### src/rtl/cba_pkg.sv
// ----------------------------------------------------------------------------
// cba_pkg
// Shared constants, codes and controller/datapath interface types for the
// contiguous bitmap allocator.
// ----------------------------------------------------------------------------
package cba_pkg;

    localparam int MAP_BLOCKS_DEF = 32768;
    localparam int WORD_BITS_DEF  = 32;

    // fixed field widths
    localparam int REG_W  = 16;
    localparam int WANT_W = 16;
    localparam int IDX_W  = 10;
    localparam int VAL_W  = 32;
    localparam int RES_W  = 15;
    localparam int APB_W  = 32;
    localparam int ADDR_W = 3;
    // block positions never exceed the 16-bit volume size plus one word
    localparam int POS_W  = 17;

    localparam logic [REG_W-1:0] TOTAL_RESET = 16'd0;
    localparam logic [REG_W-1:0] FDB_RESET   = 16'd6;

    localparam logic FUNC_ALLOC = 1'b0;
    localparam logic FUNC_LOAD  = 1'b1;

    // register select, taken from paddr[2]
    localparam logic REG_TOTAL = 1'b0;
    localparam logic REG_FDB   = 1'b1;

    typedef struct packed {
        logic clr_step;
        logic acc_load;
        logic acc_nil;
        logic scan_init;
        logic scan_prime;
        logic scan_step;
        logic mark_rd;
        logic mark_wr;
    } cba_cmd_t;

    typedef struct packed {
        logic wanted_zero;
        logic clr_last;
        logic scan_hit;
        logic scan_last;
        logic mark_last;
    } cba_stat_t;

endpackage

### src/rtl/cba_ctrl.sv
// ----------------------------------------------------------------------------
// cba_ctrl
// Sequencer: clearing pass, request decode, word scan and run marking.
// ----------------------------------------------------------------------------
module cba_ctrl (
    input  logic               clk,
    input  logic               rst_n,
    input  logic               start,
    input  logic               func,
    input  cba_pkg::cba_stat_t stat,
    output logic               busy,
    output logic               done,
    output cba_pkg::cba_cmd_t  cmd
);
    import cba_pkg::*;

    localparam logic [2:0] ST_CLEAR = 3'd0;
    localparam logic [2:0] ST_IDLE  = 3'd1;
    localparam logic [2:0] ST_PRIME = 3'd2;
    localparam logic [2:0] ST_SCAN  = 3'd3;
    localparam logic [2:0] ST_MRD   = 3'd4;
    localparam logic [2:0] ST_MWR   = 3'd5;

    logic [2:0] state_reg;
    logic [2:0] state_next;
    logic       done_reg;
    logic       done_next;

    always_comb
    begin
        cmd        = '0;
        state_next = state_reg;
        done_next  = 1'b0;
        unique case (state_reg)
            ST_CLEAR:
            begin
                cmd.clr_step = 1'b1;
                if (stat.clr_last)
                    state_next = ST_IDLE;
            end
            ST_IDLE:
            begin
                if (start)
                begin
                    if (func == FUNC_LOAD)
                    begin
                        cmd.acc_load = 1'b1;
                        done_next    = 1'b1;
                    end
                    else if (stat.wanted_zero)
                    begin
                        cmd.acc_nil = 1'b1;
                        done_next   = 1'b1;
                    end
                    else
                    begin
                        cmd.scan_init = 1'b1;
                        state_next    = ST_PRIME;
                    end
                end
            end
            ST_PRIME:
            begin
                cmd.scan_prime = 1'b1;
                state_next     = ST_SCAN;
            end
            ST_SCAN:
            begin
                cmd.scan_step = 1'b1;
                if (stat.scan_hit)
                    state_next = ST_MRD;
                else if (stat.scan_last)
                begin
                    state_next = ST_IDLE;
                    done_next  = 1'b1;
                end
            end
            ST_MRD:
            begin
                cmd.mark_rd = 1'b1;
                state_next  = ST_MWR;
            end
            ST_MWR:
            begin
                cmd.mark_wr = 1'b1;
                if (stat.mark_last)
                begin
                    state_next = ST_IDLE;
                    done_next  = 1'b1;
                end
                else
                    state_next = ST_MRD;
            end
            default:
            begin
                state_next = ST_IDLE;
            end
        endcase
    end

    always_ff @(posedge clk or negedge rst_n)
    begin
        if (!rst_n)
        begin
            state_reg <= ST_CLEAR;
            done_reg  <= 1'b0;
        end
        else
        begin
            state_reg <= state_next;
            done_reg  <= done_next;
        end
    end

    assign busy = (state_reg != ST_IDLE);
    assign done = done_reg;

endmodule

### config.mk
export PLATFORM = sky130hd
export DESIGN_NAME = cba_ctrl
export DESIGN_NICKNAME = d
export VERILOG_FILES = /design/src/rtl/cba_pkg.sv /design/src/rtl/cba_ctrl.sv
export SDC_FILE = /design/constraint.sdc
export NUM_CORES = 1
export LEC_CHECK = 0
export BUFFER_PORTS_ARGS = -buffer_cell sky130_fd_sc_hd__buf_4
export CORE_AREA = 4 4 41 43
export CTS_BUF_LIST = sky130_fd_sc_hd__clkbuf_16
export CTS_CLUSTER_SIZE = 12
export DETAILED_ROUTE_END_ITERATION = 6
export DIE_AREA = 0 0 45 47
export GPL_ROUTABILITY_DRIVEN = 0
export PLACE_DENSITY = 0.51
export SYNTH_ARGS = -nofsm -noshare
export SYNTH_HDL_FRONTEND = slang
export SYNTH_SLANG_ARGS = --single-unit
### constraint.sdc
create_clock -name clk -period 2 [get_ports clk]
set_clock_uncertainty 0.15 [all_clocks]
set_input_delay 0.5 -clock clk [delete_from_list [all_inputs] [get_ports clk]]
set_output_delay 0.5 -clock clk [all_outputs]
set_load 0.05 [all_outputs]
==> flow_summary.json, run 1 <==
{
  "place_hpwl_um": 696,
  "yosysTopAreaCellShare_pct": 31.3,
  "tritoncts": "built",
  "avgSynthCellArea_um2": 8.66,
  "area_delta_synth_final_pct": 84.0,
  "timing.setup.tns_ns": 0,
  "cts_buffers": 3,
  "io_buffers": 18,
  "stdcell_area_um2": 589,
  "critPathCaptureType": "primary output",
  "die_w_um": 45,
  "ant_nets": 0,
  "root_buffer": "clkbuf_16",
  "grt_max_degree": 10,
  "clkLatencyLatePin_ns": 0.22,
  "synth.cell_area_um2": 320,
  "initial_core_util_pct": 24.6,
  "ys.flop_type": "dfrtp_1",
  "max_freq_mhz": 515,
  "cp_max_fo": 4,
  "finalHoldViolations": 0,
  "core-area_um2": 1300,
  "via_count": 362,
  "pin_count": 19,
  "finalWorstSetupSlack_ns": 0.0600,
  "ys_warn_count": 0,
  "cts_setup_buffers": 0,
  "clock_path_buffers": 2,
  "ys_seq_area_share_pct": 31.3,
  "nets": 70,
  "cts_htree_levels": 1,
  "cellPowerDensity_nw_per_um2": 1730,
  "async_reset_ff_share_pct": 100,
  "grtUsageTotal_pct": 11.3,
  "status": "finished clean",
  "cap_violations": 0,
  "nFillCells": 145,
  "postSynthCellCount": 37,
  "irDropWorstVdd_v": 0.000761,
  "postRouteWirelength_um": 929,
  "synth_common_cells": "nor3_1, dfrtp_1, inv_1, nor2_1",
  "dieArea_um2": 2120,
  "fin_util_pct": 45.3,
  "antenna_cells": 0,
  "place_ws_ns": 0.174,
  "worstMarginPinSlew_ns": 0.234,
  "synthAdderAreaFrac_pct": 0,
  "overflow": 0,
  "min_period_ns": 1.94,
  "setup_viol": 0,
  "ys_ff_latch": 4,
  "stdcell_count": 74,
  "synth.most_common_cell": "nor3_1",
  "cp.required_ns": 1.35,
  "clock-sinks": 4,
  "slew_headroom_pct": 84.2,
  "rsz0062_at_grt": "no",
  "timing_worst_setup_path_type": "register to primary output",
  "whs_ns": 0.386,
  "post_dp_cell_area_um2": 489,
  "yosys.cell_types.count": 21,
  "drc": 0,
  "leakagePower_nw": 0.284,
  "synth_area_leaders": "dfrtp_1, nor3_1, a2bb2oi_2",
  "dr.pass1.iters": 2,
  "die_h_um": 47,
  "synth_top_family_by_area": "simple AND/OR/NAND/NOR gates",
  "slew_viol_final": 0,
  "synth_top_area_cell": "dfrtp_1",
  "synthXorXnorAreaFrac_pct": 0,
  "synth_compound_area_share_pct": 23.4,
  "drive_gt1_share_pct": 59.3,
  "antenna_found_initial": 0,
  "cts.clk_slew.worst_paths_ns": 0.03,
  "placed_cells": 70,
  "crit_arrival_ns": 1.29,
  "hp-class": "primary input to register",
  "largest_reg_flops": 3,
  "start_kind": "register",
  "period_share_pct": 97.0,
  "fin_total_pwr_mw": 1.02,
  "synthMuxAreaShare_pct": 0,
  "rows": 13,
  "grt_pass1_wl_um": 1630,
  "wire_per_inst_um": 12.6,
  "drtIter0Drc": 4,
  "synth-edff-count": 0,
  "routed_via_density": 4.89,
  "synth.net_count": 46,
  "synth-simple-area-share_pct": 31.3,
  "grt_pass1_vias": 399
}
-- what timing repair did --
item / CTS / global route
setup endpoints to repair: 1 / 3
gates resized for setup: 1 / 3
pin swaps: 0 / 0
hold buffers: 1 / 0
endpoints found under the hold margin: 4 / 0
-- per-layer routing --
metal / up-vias / track usage (%) / share of wire, %
met4: 0 / 8.77 / 2.3
met1: 164 / 12.3 / 39
met3: 2 / 4.98 / 11
li1: 178 / - / -
met2: 18 / 17.2 / 48
met5: - / 0 / 0
-- logic make-up (layout without fill, tap and decap cells) --
family | Yosys count | count (layout)
buffers and inverters | 8 | 30
and+or+nand+nor | 15 | 15
AOI/OAI and AO/OA | 10 | 10
DFF | 4 | 4
-- critical path, stage by stage (launching register included) --
cell and delay [ns]:
dfrtp_1 0.40, nor2b_4 0.16, nand3_4 0.12, nor3b_4 0.21, buf_6 0.18
-- cells in the final DEF (no fill, tap or decap) --
cell type	instances
o22ai_1	1
nor4bb_1	1
nand2_1	2
dfrtp_1	4
inv_1	2
o21ai_0	1
nor3_1	3
a32oi_1	1
o21a_1	1
a21oi_1	2
a2bb2oi_2	1
buf_6	2
inv_2	3
buf_4	19
nor3_2	3
a31oi_1	2
nor2_1	2
nor2b_4	1
dlygate4sd3_1	1
nor2_2	1
nor3b_4	1
clkbuf_16	3
nand3_4	1
a32o_1	1
-- report_power, final --
part           switching [mW]  internal, mW
sequential             0.0160         0.110
clock                  0.0508         0.255
combinational           0.382         0.206
total                   0.448         0.571
-- path summary, 6_finish.rpt --
path	from	endpoint	slack [ns]	cells past startpoint
worst max-delay path	state_reg[1]$_DFFE_PN0P_	cmd[5]	0.06	4
worst min-delay path	stat[2]	state_reg[2]$_DFFE_PN0P_	0.39	2
worst max register to register	state_reg[1]$_DFFE_PN0P_	state_reg[0]$_DFFE_PN0P_	0.66	4
worst min register to register	state_reg[2]$_DFFE_PN0P_	state_reg[1]$_DFFE_PN0P_	0.48	2
max in group asynchronous	rst_n	state_reg[2]$_DFFE_PN0P_	1.13	2
min in group asynchronous	rst_n	state_reg[1]$_DFFE_PN0P_	0.47	2
-- layout make-up --
cell class	instances	area [um2]	share of cell area (%)
repair buffers	22	175	29.7
inverters	5	18.8	3.18
multi-input cells	25	201	34.2
flip-flops and latches	4	100	17.0
clock buffers	3	75.1	12.7
well taps	15	18.8	3.18
Note: power is estimated with default switching activity, not from simulation.
==> run 2, diff against run 1 <==
SETUP_SLACK_MARGIN = 0.3   (was default)
==> run 2 against run 1 <==
  * Clock-buffer cell count stayed put
  * Non-clock buffer count is 8 higher
  * First-iteration DRC count grew to 2.5 times the previous value
==> flow_summary.json, run 2 (synthesized netlist as in run 1, its figures left out) <==
{
  "layout_commonest_cell": "buf_4",
  "io_buffers": 18,
  "cp.required_ns": 1.35,
  "cts_htree_levels": 1,
  "cap_violations": 0,
  "routed_via_density": 4.84,
  "reg2reg_depth": 6,
  "period_share_pct": 96.3,
  "tritoncts": "built",
  "clock-sinks": 4,
  "cts_buffers": 3,
  "grt_pass1_vias": 389,
  "setup_viol": 0,
  "irDropWorstVdd_v": 0.000907,
  "dr_wl_met2_um": 545,
  "ant_nets": 0,
  "worstReg2RegStart": "state_reg[2]$_DFFE_PN0P_",
  "die_h_um": 47,
  "status": "finished clean",
  "postRouteWirelength_um": 1050,
  "dr.pass1.iters": 4,
  "antenna_found_initial": 0,
  "grtUsageTotal_pct": 10.5,
  "die_w_um": 45,
  "core-area_um2": 1300,
  "finalHoldViolations": 0,
  "max_freq_mhz": 519,
  "via_count": 397,
  "top_layer": "met4",
  "timing_worst_setup_path_type": "register to primary output",
  "wl_met3_um": 48,
  "worstMarginPinSlew_ns": 0.248,
  "nets": 78,
  "start_kind": "register",
  "stdcell_count": 82,
  "hp-class": "primary input to register",
  "drive_gt1_share_pct": 68.7,
  "slew_headroom_pct": 83.3,
  "min_period_ns": 1.93,
  "leakagePower_nw": 0.338,
  "cellPowerDensity_nw_per_um2": 1680,
  "place_hpwl_um": 693,
  "wl_met1_um": 441,
  "cts.clk_slew.worst_paths_ns": 0.03,
  "critPathCapture": "cmd[5]",
  "placed_cells": 70,
  "grt_max_degree": 10,
  "slew_viol_final": 0,
  "grt_pass1_wl_um": 1550,
  "r2r_end": "done$_DFF_PN0_",
  "timing.setup.tns_ns": 0,
  "clkLatencyLatePin_ns": 0.22,
  "whs_ns": 0.388,
  "nFillCells": 121,
  "cp_max_fo": 4,
  "area_delta_synth_final_pct": 124,
  "overflow": 0,
  "final_cell_mix": "buf_4, buf_6, dfrtp_1",
  "antenna_cells": 0,
  "initial_core_util_pct": 24.6,
  "rsz0062_at_grt": "yes",
  "critPathCaptureType": "primary output",
  "rows": 13,
  "drc": 0,
  "drtIter0Drc": 10,
  "rrSetupSlack_ns": 0.47,
  "largest_reg_flops": 3,
  "dieArea_um2": 2120,
  "crit_path_start": "state_reg[1]$_DFFE_PN0P_",
  "pin_count": 19,
  "crit_arrival_ns": 1.28,
  "wire_per_inst_um": 12.7,
  "root_buffer": "clkbuf_16",
  "clock_path_buffers": 2
}
[run 2: changes by cell type in the layout (fill, tap and decap cells not counted)]
| cell | before | now |
|---|---|---|
| buf_4 | 19 | 18 |
| buf_6 | 2 | 11 |
| nor3_1 | 3 | 0 |
| nor3_4 | 0 | 3 |
[run 2: report_power, final]
| part | leakage [nW] | internal, mW | switching, mW |
|---|---|---|---|
| Sequential | 0.0505 | 0.110 | 0.0188 |
| Combinational | 0.251 | 0.327 | 0.440 |
| Clock | 0.0370 | 0.255 | 0.0564 |
[run 2: how the worst min path moves through the flow]
stage / from / endpoint / slack [ns] / cells after the start
floorplan: rst_n / done$_DFF_PN0_ / 0.05 / 0
global placement: rst_n / state_reg[2]$_DFFE_PN0P_ / 0.15 / 1
detailed placement: rst_n / done$_DFF_PN0_ / 0.15 / 1
CTS: stat[2] / state_reg[2]$_DFFE_PN0P_ / 0.39 / 2
global route: stat[3] / state_reg[0]$_DFFE_PN0P_ / 0.40 / 3
finish: stat[3] / state_reg[0]$_DFFE_PN0P_ / 0.39 / 3
[run 2: metrics by stage]
stage	setup WS, ns	instance area [um2]	total power, mW	utilization [%]
2_1_floorplan	0.108	372	0.588	-
3_3_place_gp	0.245	518	0.729	39.8
3_5_place_dp	0.234	518	0.722	39.8
4_1_cts	0.0742	669	1.14	51.4
5_1_grt	0.00938	717	1.26	55.1
6_report	0.0739	717	1.21	55.1
[run 2: routing by layer]
layer,global-route usage (%),up-vias
met5,0,-
met4,7.02,0
met3,2.30,2
met2,18.9,12
met1,10.8,189
li1,-,194
[run 2: timing repair]
item	in CTS	in global routing
hold buffers	1	0
hold endpoints to repair	4	0
resized for setup	11	2
pin swaps	2	1
setup buffers	3	5
setup endpoints to repair	9	9
[run 2: worst max-delay path, stage by stage, from the launching register on]
cell and delay (ns):
dfrtp_1 0.40, nor2b_4 0.16, nand3_4 0.12, nor3b_4 0.20, buf_6 0.18
[run 2: final cells by class]
| cell class | instances | area (um2) | area share [%] |
|---|---|---|---|
| inverter | 5 | 18.8 | 2.62 |
| multi-input combinational | 25 | 235 | 32.8 |
| clock buffer | 3 | 75.1 | 10.5 |
| timing repair buffer | 30 | 269 | 37.5 |
| sequential | 4 | 100 | 14.0 |
| tap | 15 | 18.8 | 2.62 |
